[src/sv/mbr_pkg.sv]
`default_nettype none
package mbr_pkg;

   localparam int FIFO_DEPTH_DEFAULT = 16;
   localparam int BYTE_W = 8;
   localparam int VALUE_W = 32;
   localparam int COUNT_W = 6;
   localparam int TAKE_W = 4;
   localparam int OFFSET_W = 3;
   localparam logic [COUNT_W-1:0] MAX_BIT_COUNT = 6'd32;
   localparam logic [COUNT_W-1:0] GROUP_BITS = 6'd4;
   localparam int GROUP_LAST_BIT = 3;
   localparam int OVERFLOW_LSB = 29;
   localparam logic [BYTE_W-1:0] PHANTOM_BYTE = 8'hFF;

   typedef enum logic [1:0] {
      OP_PUSH      = 2'd0,
      OP_READ_BITS = 2'd1,
      OP_READ_INT  = 2'd2,
      OP_ALIGN     = 2'd3
   } opcode_type;

   typedef enum logic [1:0] {
      ST_OK       = 2'd0,
      ST_PADDED   = 2'd1,
      ST_OVERFLOW = 2'd2,
      ST_DROPPED  = 2'd3
   } status_type;

   typedef enum logic [1:0] {
      S_IDLE,
      S_EXEC,
      S_LOAD,
      S_FINISH
   } state_type;

   typedef struct packed {
      opcode_type         opcode;
      logic [BYTE_W-1:0]  byte_value;
      logic [COUNT_W-1:0] bit_count;
   } req_type;

   typedef struct packed {
      logic [VALUE_W-1:0] field_value;
      status_type         status;
      logic               at_end;
   } rsp_type;

   typedef struct packed {
      logic [TAKE_W-1:0]   take;
      logic [BYTE_W-1:0]   chunk;
      logic [OFFSET_W-1:0] new_offset;
      logic                byte_end;
   } funnel_type;

endpackage
`default_nettype wire

[src/sv/msb_bit_reader_octal_varint_top.sv]
`default_nettype none
// A push, a zero-length read or an align on a byte boundary passes from acceptance through
// S_EXEC and S_FINISH to the result register; other reads take one byte piece from the
// funnel per S_EXEC step, and each head byte fetched from RAM adds an S_LOAD step.
// One item at a time: the next item is taken in the cycle its predecessor's
// result moves into the output register. Reset clears pointers, fill count, bit offset
// and phantom state at once; byte store contents stay undefined until written.
module msb_bit_reader_octal_varint_top #(
   parameter int FIFO_DEPTH = mbr_pkg::FIFO_DEPTH_DEFAULT
) (
   input  wire logic             clock,
   input  wire logic             reset,
   input  wire logic             req_valid,
   output logic                  req_stall,
   input  wire mbr_pkg::req_type req_item,
   output logic                  rsp_valid,
   input  wire logic             rsp_stall,
   output mbr_pkg::rsp_type      rsp_item
);
   import mbr_pkg::*;

   localparam int PTR_W = $clog2(FIFO_DEPTH);
   localparam int FILL_W = $clog2(FIFO_DEPTH + 1);

   state_type state_ff, state_in;

   opcode_type          op_ff, op_in;
   logic [BYTE_W-1:0]   byte_ff, byte_in;
   logic [COUNT_W-1:0]  rem_ff, rem_in;
   logic [VALUE_W-1:0]  bits_ff, bits_in;
   logic [VALUE_W-1:0]  int_ff, int_in;
   logic                padded_ff, padded_in;
   logic                ovf_ff, ovf_in;
   logic                drop_ff, drop_in;

   logic [PTR_W-1:0]    rp_ff, rp_in;
   logic [PTR_W-1:0]    wp_ff, wp_in;
   logic [FILL_W-1:0]   fill_ff, fill_in;
   logic [OFFSET_W-1:0] offset_ff, offset_in;
   logic                phantom_ff, phantom_in;
   logic [BYTE_W-1:0]   head_ff, head_in;
   logic                head_valid_ff, head_valid_in;

   logic                rsp_valid_ff, rsp_valid_in;
   rsp_type             rsp_ff, rsp_in;

   logic                accept;
   logic                out_free;
   logic                deliver;
   logic                ram_wr_en;
   logic                ram_rd_en;
   logic [BYTE_W-1:0]   ram_rd_data;

   logic                fifo_full;
   logic                fifo_empty;
   logic                use_phantom;
   logic [BYTE_W-1:0]   src_byte;
   logic                fetch_needed;
   logic                step_ok;
   logic                exec_done;
   funnel_type          fun;
   logic [VALUE_W-1:0]  step_bits;
   logic [COUNT_W-1:0]  step_rem;
   logic [TAKE_W-1:0]   group;
   logic                group_more;
   logic [PTR_W-1:0]    rp_next;
   logic [PTR_W-1:0]    wp_next;
   logic [COUNT_W-1:0]  init_rem;
   status_type          res_status;
   logic [VALUE_W-1:0]  res_value;

   mbr_ram #(
      .WIDTH(BYTE_W),
      .DEPTH(FIFO_DEPTH)
   ) u_store (
      .clock  (clock),
      .wr_en  (ram_wr_en),
      .wr_addr(wp_ff),
      .wr_data(byte_ff),
      .rd_en  (ram_rd_en),
      .rd_addr(rp_ff),
      .rd_data(ram_rd_data)
   );

   mbr_funnel u_funnel (
      .src_byte (src_byte),
      .offset   (offset_ff),
      .remaining(rem_ff),
      .result   (fun)
   );

   assign fifo_full = fill_ff == FILL_W'(FIFO_DEPTH);
   assign fifo_empty = fill_ff == '0;
   // Past the end of data, or inside a started phantom byte, the bits are ones.
   assign use_phantom = phantom_ff || fifo_empty;
   assign src_byte = use_phantom ? PHANTOM_BYTE : head_ff;
   assign fetch_needed = (op_ff != OP_PUSH) && (rem_ff != '0) && !use_phantom &&
                         !head_valid_ff;
   assign step_ok = (op_ff != OP_PUSH) && (rem_ff != '0) && !fetch_needed;

   assign step_bits = (bits_ff << fun.take) | VALUE_W'(fun.chunk);
   assign step_rem = rem_ff - COUNT_W'(fun.take);
   assign group = step_bits[TAKE_W-1:0];
   assign group_more = (op_ff == OP_READ_INT) && !group[GROUP_LAST_BIT];

   assign exec_done = (op_ff == OP_PUSH) || (rem_ff == '0) ||
                      (step_ok && (step_rem == '0) && !group_more);

   assign rp_next = (rp_ff == PTR_W'(FIFO_DEPTH - 1)) ? '0 : rp_ff + 1'b1;
   assign wp_next = (wp_ff == PTR_W'(FIFO_DEPTH - 1)) ? '0 : wp_ff + 1'b1;

   assign out_free = !rsp_valid_ff || !rsp_stall;
   assign accept = req_valid && !req_stall;

   always_comb begin
      case (req_item.opcode)
         OP_READ_BITS: init_rem = (req_item.bit_count > MAX_BIT_COUNT) ?
                                  MAX_BIT_COUNT : req_item.bit_count;
         OP_READ_INT:  init_rem = GROUP_BITS;
         OP_ALIGN:     init_rem = (offset_ff == '0) ? '0 :
                                  COUNT_W'(BYTE_W) - {{(COUNT_W-OFFSET_W){1'b0}}, offset_ff};
         default:      init_rem = '0;
      endcase
   end

   // Next state.
   always_comb begin
      state_in = state_ff;
      case (state_ff)
         S_IDLE: begin
            if (accept) state_in = S_EXEC;
         end
         S_EXEC: begin
            if (fetch_needed) state_in = S_LOAD;
            else if (exec_done) state_in = S_FINISH;
         end
         S_LOAD: begin
            state_in = S_EXEC;
         end
         S_FINISH: begin
            if (accept) state_in = S_EXEC;
            else if (deliver) state_in = S_IDLE;
         end
         default: state_in = S_IDLE;
      endcase
   end

   // Controls per state.
   always_comb begin
      req_stall = 1'b1;
      deliver = 1'b0;
      ram_wr_en = 1'b0;
      ram_rd_en = 1'b0;
      case (state_ff)
         S_IDLE: begin
            req_stall = 1'b0;
         end
         S_EXEC: begin
            ram_wr_en = (op_ff == OP_PUSH) && !fifo_full;
            ram_rd_en = fetch_needed;
         end
         S_LOAD: begin
            req_stall = 1'b1;
         end
         S_FINISH: begin
            deliver = out_free;
            req_stall = !out_free;
         end
         default: begin
            req_stall = 1'b1;
         end
      endcase
   end

   always_comb begin
      case (op_ff)
         OP_READ_BITS: res_value = bits_ff;
         OP_READ_INT:  res_value = int_ff;
         default:      res_value = '0;
      endcase
      if (op_ff == OP_PUSH) res_status = drop_ff ? ST_DROPPED : ST_OK;
      else if (padded_ff) res_status = ST_PADDED;
      else if (ovf_ff) res_status = ST_OVERFLOW;
      else res_status = ST_OK;
   end

   // Datapath next values.
   always_comb begin
      op_in = op_ff;
      byte_in = byte_ff;
      rem_in = rem_ff;
      bits_in = bits_ff;
      int_in = int_ff;
      padded_in = padded_ff;
      ovf_in = ovf_ff;
      drop_in = drop_ff;
      rp_in = rp_ff;
      wp_in = wp_ff;
      fill_in = fill_ff;
      offset_in = offset_ff;
      phantom_in = phantom_ff;
      head_in = head_ff;
      head_valid_in = head_valid_ff;
      rsp_in = rsp_ff;
      rsp_valid_in = rsp_valid_ff && rsp_stall;

      if (accept) begin
         op_in = req_item.opcode;
         byte_in = req_item.byte_value;
         rem_in = init_rem;
         bits_in = '0;
         int_in = '0;
         padded_in = 1'b0;
         ovf_in = 1'b0;
         drop_in = 1'b0;
      end

      if (deliver) begin
         rsp_valid_in = 1'b1;
         rsp_in.field_value = res_value;
         rsp_in.status = res_status;
         rsp_in.at_end = (offset_ff == '0) && fifo_empty && !phantom_ff;
      end

      case (state_ff)
         S_EXEC: begin
            if (op_ff == OP_PUSH) begin
               if (fifo_full) begin
                  drop_in = 1'b1;
               end else begin
                  wp_in = wp_next;
                  fill_in = fill_ff + 1'b1;
               end
            end else if (step_ok) begin
               bits_in = step_bits;
               rem_in = step_rem;
               padded_in = padded_ff || use_phantom;
               offset_in = fun.new_offset;
               if (fun.byte_end) begin
                  // Finish the byte: drop the phantom, or pop the head.
                  phantom_in = 1'b0;
                  if (!use_phantom) begin
                     rp_in = rp_next;
                     fill_in = fill_ff - 1'b1;
                     head_valid_in = 1'b0;
                  end
               end else begin
                  phantom_in = use_phantom;
               end
               if ((op_ff == OP_READ_INT) && (step_rem == '0)) begin
                  ovf_in = ovf_ff || (int_ff[VALUE_W-1:OVERFLOW_LSB] != '0);
                  int_in = {int_ff[VALUE_W-4:0], group[GROUP_LAST_BIT-1:0]};
                  if (!group[GROUP_LAST_BIT]) begin
                     rem_in = GROUP_BITS;
                     bits_in = '0;
                  end
               end
            end
         end
         S_LOAD: begin
            head_in = ram_rd_data;
            head_valid_in = 1'b1;
         end
         default: begin
            head_in = head_ff;
         end
      endcase
   end

   always_ff @(posedge clock) begin
      if (reset) begin
         state_ff <= S_IDLE;
         rp_ff <= '0;
         wp_ff <= '0;
         fill_ff <= '0;
         offset_ff <= '0;
         phantom_ff <= 1'b0;
         head_valid_ff <= 1'b0;
         rsp_valid_ff <= 1'b0;
      end else begin
         state_ff <= state_in;
         rp_ff <= rp_in;
         wp_ff <= wp_in;
         fill_ff <= fill_in;
         offset_ff <= offset_in;
         phantom_ff <= phantom_in;
         head_valid_ff <= head_valid_in;
         rsp_valid_ff <= rsp_valid_in;
      end
   end

   always_ff @(posedge clock) begin
      op_ff <= op_in;
      byte_ff <= byte_in;
      rem_ff <= rem_in;
      bits_ff <= bits_in;
      int_ff <= int_in;
      padded_ff <= padded_in;
      ovf_ff <= ovf_in;
      drop_ff <= drop_in;
      head_ff <= head_in;
      rsp_ff <= rsp_in;
   end

   assign rsp_valid = rsp_valid_ff;
   assign rsp_item = rsp_ff;

endmodule
`default_nettype wire

[src/sv/mbr_ram.sv]
`default_nettype none
module mbr_ram #(
   parameter int WIDTH = 8,
   parameter int DEPTH = 16
) (
   input  wire logic                     clock,
   input  wire logic                     wr_en,
   input  wire logic [$clog2(DEPTH)-1:0] wr_addr,
   input  wire logic [WIDTH-1:0]         wr_data,
   input  wire logic                     rd_en,
   input  wire logic [$clog2(DEPTH)-1:0] rd_addr,
   output logic      [WIDTH-1:0]         rd_data
);

   logic [WIDTH-1:0] mem_ff [DEPTH];
   logic [WIDTH-1:0] rd_data_ff;

   always_ff @(posedge clock) begin
      if (wr_en) begin
         mem_ff[wr_addr] <= wr_data;
      end
      if (rd_en) begin
         rd_data_ff <= mem_ff[rd_addr];
      end
   end

   assign rd_data = rd_data_ff;

endmodule
`default_nettype wire

[src/sv/mbr_funnel.sv]
`default_nettype none
module mbr_funnel (
   input  wire logic [mbr_pkg::BYTE_W-1:0]   src_byte,
   input  wire logic [mbr_pkg::OFFSET_W-1:0] offset,
   input  wire logic [mbr_pkg::COUNT_W-1:0]  remaining,
   output mbr_pkg::funnel_type               result
);
   import mbr_pkg::*;

   logic [TAKE_W-1:0] avail;
   logic [TAKE_W-1:0] take;
   logic [BYTE_W-1:0] shifted;
   logic [TAKE_W-1:0] offset_sum;

   // Take what is left of the byte or what the request still needs, whichever is less.
   assign avail = TAKE_W'(BYTE_W) - {1'b0, offset};
   assign take = (remaining > {{(COUNT_W-TAKE_W){1'b0}}, avail}) ?
                 avail : remaining[TAKE_W-1:0];
   assign shifted = src_byte << offset;
   assign offset_sum = {1'b0, offset} + take;

   always_comb begin
      result.take = take;
      result.chunk = shifted >> (TAKE_W'(BYTE_W) - take);
      result.new_offset = offset_sum[OFFSET_W-1:0];
      result.byte_end = offset_sum[OFFSET_W];
   end

endmodule
`default_nettype wire

[config.mk]
export PLATFORM = sky130hd
export DESIGN_NAME = msb_bit_reader_octal_varint_top
export DESIGN_NICKNAME = d
export VERILOG_FILES = /design/src/sv/mbr_pkg.sv /design/src/sv/msb_bit_reader_octal_varint_top.sv /design/src/sv/mbr_ram.sv /design/src/sv/mbr_funnel.sv
export SDC_FILE = /design/constraint.sdc
export NUM_CORES = 1
export LEC_CHECK = 0
export BUFFER_PORTS_ARGS = -buffer_cell sky130_fd_sc_hd__buf_4
export CAP_MARGIN = 20
export CELL_PAD_IN_SITES_DETAIL_PLACEMENT = 0
export CELL_PAD_IN_SITES_GLOBAL_PLACEMENT = 1
export CORE_ASPECT_RATIO = 0.75
export CORE_MARGIN = 4
export CORE_UTILIZATION = 54
export DETAILED_ROUTE_END_ITERATION = 16
export GPL_TIMING_DRIVEN = 0
export PLACE_DENSITY = 0.92
export SLEW_MARGIN = 20
export SYNTH_ARGS = -nofsm -noshare
export SYNTH_HDL_FRONTEND = slang
export SYNTH_SLANG_ARGS = --single-unit
[constraint.sdc]
create_clock -name clock -period 8.3 [get_ports clock]
set_clock_uncertainty 0.05 [all_clocks]
set_input_delay 0.415 -clock clock [delete_from_list [all_inputs] [get_ports clock]]
set_output_delay 0.415 -clock clock [all_outputs]
set_load 0.01 [all_outputs]
After elaboration in Yosys (flattened, before gate mapping)
Memories as Yosys holds them, arrays and structs flattened. A register that Yosys moved wholly into a read port is not among the register bits.
Cells that the tools add are included.
Word-level totals
  word-level logic and storage cells: 173
  memories kept: 1
  register bits after elaboration: 147
  memory bits (writable): 128
  input bits: 20
Memories
  u_store.mem_ff: words 16, bits a word 8, rd ports 1, clocked after memory_dff 1, wr ports 1, line mbr_ram.sv:15  | logic [WIDTH-1:0] mem_ff [DEPTH];
Operators by class
  shifts and indexed selects: 3
  muxes and demuxes: 66
  magnitude comparators: 2
  reduce and logical (&&, ||, !) cells: 48
  equality and inequality tests: 20
  $add $sub $neg: 9
  bitwise gates (word level): 4
Operators by type and width (number)
  $mux 32: 11
  $pmux 32 s2: 1
  $mux 6: 8
  $or 32x8->32: 1
  $shl 32x4->32: 1
  $mux 5: 5
  $mux 1: 24
  $mux 2: 9
  $pmux 6 s3: 1
  $reduce_and 5->1: 3
  $logic_and 1x1->1: 13
  $logic_not 6->1: 2
  $mux 4: 3
  $logic_not 1->1: 11
  $eq 2x2->1 const B: 5
  $ne 2x2->1 const B: 5
  $reduce_and 3->1: 3
  $add 4x1->4 const B: 2
  $eq 4x4->1 const B: 2
  $mux 8: 1
  $pmux 2 s4: 1
  $reduce_bool 2->1: 4
  $shl 8x3->8: 1
  $shr 8x4->8: 1
  21 further kinds: 34

Depth between registers and ports, before layout
  depth in word-level cells: 14
  gate-level depth with buffers: 26
  mapped depth without buffers: 19

By module
A second synthesis with hierarchy kept.
Second synthesis, totals
  cell total of the unflattened synthesis: 1142
  area, all modules: 13679.4 um2
Modules (own cells, without submodules)
  msb_bit_reader_octal_varint_top: area an instance 7603.5 um2, cells an instance 783, times used 1, sequential area each 3473.3 um2
  mbr_ram: area an instance 5227.5 um2, cells an instance 229, times used 1, sequential area each 4083.9 um2
  mbr_funnel: area an instance 848.3 um2, cells an instance 130, times used 1, sequential area each 0.0 um2

Worst setup path before layout
Ideal clock, no wire load.
  path type: reg2reg
  start: reg offset_ff[1]
  end: reg int_ff[12]
  arrival: 5.302 ns
  setup time: 0.127 ns
  slack: 2.821 ns
  buffers on the path: 7
  cell stages (with the launch flop): 25
  period minus slack after synthesis: 5.479 ns
  cells stage by stage: dfxtp_1 -> clkbuf_1 -> inv_1 -> ha_1 -> inv_1 -> ha_1 -> a2111oi_4 -> o31a_4 -> mux2i_4 -> buf_2 -> buf_1 -> buf_2 -> ha_1 -> inv_1 -> a22oi_1 -> a2bb2oi_1 -> mux2i_1 -> mux2_2 -> a21o_1 -> and4_1 -> buf_2 -> buf_2 -> buf_2 -> nand2_1 -> o21ai_1
On the way
  longest elaborated chain between the ends: 10
Ends and longest elaborated chain
  from (decl): line msb_bit_reader_octal_varint_top.sv:39  | logic [OFFSET_W-1:0] offset_ff, offset_in;
  from (signal assigned): line msb_bit_reader_octal_varint_top.sv:285  | offset_ff <= offset_in;
  $sub 4x3->4 *: line mbr_funnel.sv:16  | assign avail = TAKE_W'(BYTE_W) - {1'b0, offset};
  $gt 6x4->1: line mbr_funnel.sv:17  | assign take = (remaining > {{(COUNT_W-TAKE_W){1'b0}}, avail}) ?
  $mux 4 *: line mbr_funnel.sv:17
  $sub 6x4->6 *: line msb_bit_reader_octal_varint_top.sv:102  | assign step_rem = rem_ff - COUNT_W'(fun.take);
  $logic_not 6->1 *: line msb_bit_reader_octal_varint_top.sv:250  | if ((op_ff == OP_READ_INT) && (step_rem == '0)) begin
  $logic_and 1x1->1 *: line msb_bit_reader_octal_varint_top.sv:250
  $mux 32 *: line msb_bit_reader_octal_varint_top.sv:250
  $mux 32 *: line msb_bit_reader_octal_varint_top.sv:234  | end else if (step_ok) begin
  $mux 32 *: line msb_bit_reader_octal_varint_top.sv:227  | if (op_ff == OP_PUSH) begin
  $mux 32 *: line msb_bit_reader_octal_varint_top.sv:225  | case (state_ff)
  named net int_in[12]: line msb_bit_reader_octal_varint_top.sv:31  | logic [VALUE_W-1:0] int_ff, int_in;
  to (signal assigned): line msb_bit_reader_octal_varint_top.sv:297  | int_ff <= int_in;
  to (decl): line msb_bit_reader_octal_varint_top.sv:31
The timed path passes the listed nets; every way through them passes the cells marked *.
A chain may end at the register's enable or synchronous reset.

Final worst setup path
  start: reg offset_ff[1]
  end: reg int_ff[21]
Same word-level chain as after synthesis.

==> results.cfg <==
[worst_setup_path]
r2r-start = offset_ff[1]
reg2reg_to = int_ff[21]
max_stage_delay_ns = 0.72
cp-startpoint = offset_ff[1]
worstSetupPathType = flip-flop to flip-flop
r2r_cells = 25
cp_num_buf_inv = 10
critPathTopFamily = buffers and inverters
timing.critical_path.mode_cell = buf_2
crit_arrival_ns = 7.96
worstPathMaxFanout = 11
end_kind = flip-flop
regToRegSetupSlack_ns = 0.78
cp-endpoint = int_ff[21]
cp_slowest_cell = a211oi_1
cp-start-kind = flip-flop
required_ns = 8.74
cp_num_cells = 25

[drt]
drc_errors = 0
drt_wl_total_um = 39550
drtAntennaViolNets = 0
via_per_inst = 6.459
drt_iter0_markers = 1202
vias = 10483
firstDrtPassIters = 5
wl_per_cell_um = 24.37

[global_route]
track_usage_pct = 27.81
overflow = 0
first_global_vias = 9688
grt_max_degree = 26
grt_pass1_wl_um = 59710
antenna_found_initial = 1

[timing]
fin_crit_ns = 7.516
fmax_mhz = 133.0
tns_ns = 0
whs_ns = 0.03352
finalCritPeriodShare_pct = 90.56
drv_slew = 0
relSlewSlack_pct = 32.84
hold_viol = 0
grt_setup_unrepaired = false
setup-violations-final = 0
tightest_slew_ns = 1.004

[layout]
diodes = 0
most-common-layout-cells = edfxtp_1 (189), nand2_1 (178), dfxtp_1 (94), clkbuf_1 (65), mux2i_1 (60)
final.fill_count = 1917
nets = 1309
area_growth_pct = 13.74
stdcell_area_mm2 = 0.01557
final_common_cell = edfxtp_1
drive_gt1_share_pct = 14.79

[logic_synthesis]
synth_warnings = 0
ys_seq_area_share_pct = 55.20
synth_largest_area_cell = edfxtp_1
async_flop_share_pct = 0
syn-num-nets = 1214
synth.area.top_cells = edfxtp_1 (41%), dfxtp_1 (14%), mux4_2 (7.1%), nand2_1 (4.9%), mux2i_1 (4.4%)
synth.top_cell.area_share_pct = 41.45
avgSynthCellArea_um2 = 11.71
postSynthCellCount = 1169
syn_area_mm2 = 0.01369
synth_flop_cell = edfxtp_1
yosysUniqueCellTypes = 79
synth_edf_count = 189
synth.ff_latch_count = 283

[power]
pwr_density_cell_mw_per_mm2 = 416.9
power_w = 0.006491
leakage_nw = 5.427
vdd_ir_drop_max_mv = 0.2473

[placement]
placed_cell_area_mm2 = 0.01459
dp_hpwl_um = 28210
gp_congestion = 0.9744
port-buffer-count = 56

[clocking]
cts.sinks = 283
path_clk_slew_ns = 0.07
clk_path_buf_depth = 3
clock-root-buffer = clkbuf_16
cts_made_buffers = 27
cts_tree = yes
postCtsSetupRepairBufs = 0
insertion_delay_ns = 0.56
htree_levels = 1
holdBufCountCts = 9
post_cts_resized = 0

[die]
dieArea_mm2 = 0.02799
die_y_um = 145.9
coreArea_mm2 = 0.02496
die-width_um = 191.9
row_count = 50
num_io_pins = 57
start_util_pct = 54.85

[job]
maxCapViolations = 0

[min_path]
hold_depth = 1
hp-class = input pin to flip-flop

[outcome]
status = finished clean
-- kinds of logic after synthesis --
| family | after synthesis | synth area share, % |
|---|---|---|
| compound gates | 264 | 13.74 |
| xor+xnor | 15 | 1.014 |
| fa+ha+maj | 25 | 2.394 |
| buf+inv | 109 | 3.354 |
| flops | 283 | 55.20 |
| mux | 110 | 12.16 |
| simple gates | 363 | 12.14 |
-- flip-flops by register name, summed over array words and instances (netlist names), 4 cells and up --
| signal | count |
|---|---|
| bits_ff | 32 |
| byte_ff | 8 |
| fill_ff | 5 |
| head_ff | 8 |
| int_ff | 32 |
| rem_ff | 6 |
| rp_ff | 4 |
| rsp_item | 35 |
| u_store.mem_ff | 128 |
| u_store.rd_data | 8 |
| wp_ff | 4 |
-- layout make-up --
class,count,area (µm²),share of cell area (%)
multi-input combinational,777,5705,36.64
timing repair buffer,66,538.0,3.455
inverter,31,123.9,0.7955
clock buffer,39,762.0,4.894
clock inverter,11,126.4,0.8116
tap,338,422.9,2.716
sequential,283,7557,48.53
buffer,78,335.3,2.153
-- power by group --
part           switching [W]  total [W]  internal [W]
Sequential          0.000192    0.00188       0.00168
Clock               0.000547    0.00125      0.000706
Combinational        0.00222    0.00336       0.00114
Total                0.00296    0.00649       0.00353
-- per-layer routing --
metal | track usage [%] | wire [µm]
met3 | 11.39 | 5598
met1 | 43.97 | 17310
met5 | 0 | 13
met2 | 36.41 | 15980
met4 | 4.523 | 644
-- through the flow --
| stage | setup WS, ns | instances | util (%) |
|---|---|---|---|
| after floorplan | 2.821 | 1169 | - |
| after global placement | 1.312 | 1563 | 58.23 |
| after detailed placement | 1.203 | 1564 | 58.46 |
| after CTS | 1.144 | 1623 | 62.38 |
| after global routing | 0.5149 | 1623 | 62.38 |
| final | 0.7837 | 1623 | 62.38 |
-- worst min path at each step --
stage                     slack [ns]                from         end
final                           0.03        req_item[14]    op_ff[0]
after global routing            0.02        req_item[14]    op_ff[0]
after CTS                       0.02        req_item[14]    op_ff[0]
after detailed placement        0.36  u_store.rd_data[7]  head_ff[7]
after global placement          0.36  u_store.rd_data[1]  head_ff[1]
after floorplan                 0.35  u_store.rd_data[0]  head_ff[0]
-- cell usage after synthesis, types with 8 or more instances --
cell type / count
ha_1: 23
a22o_1: 17
mux2i_1: 60
nor2_1: 54
nand2_1: 178
or3_1: 8
a21oi_1: 47
o21ai_1: 11
a21o_1: 9
clkbuf_1: 56
nand2b_1: 11
o22ai_1: 10
inv_1: 27
buf_2: 13
a211oi_1: 9
mux4_2: 43
nor3_1: 18
nor2b_1: 36
nand3_1: 29
a31oi_1: 9
a32o_1: 16
o21ai_0: 48
edfxtp_1: 189
dfxtp_1: 94
a22oi_1: 38
Power figures use the tool's default switching activity.
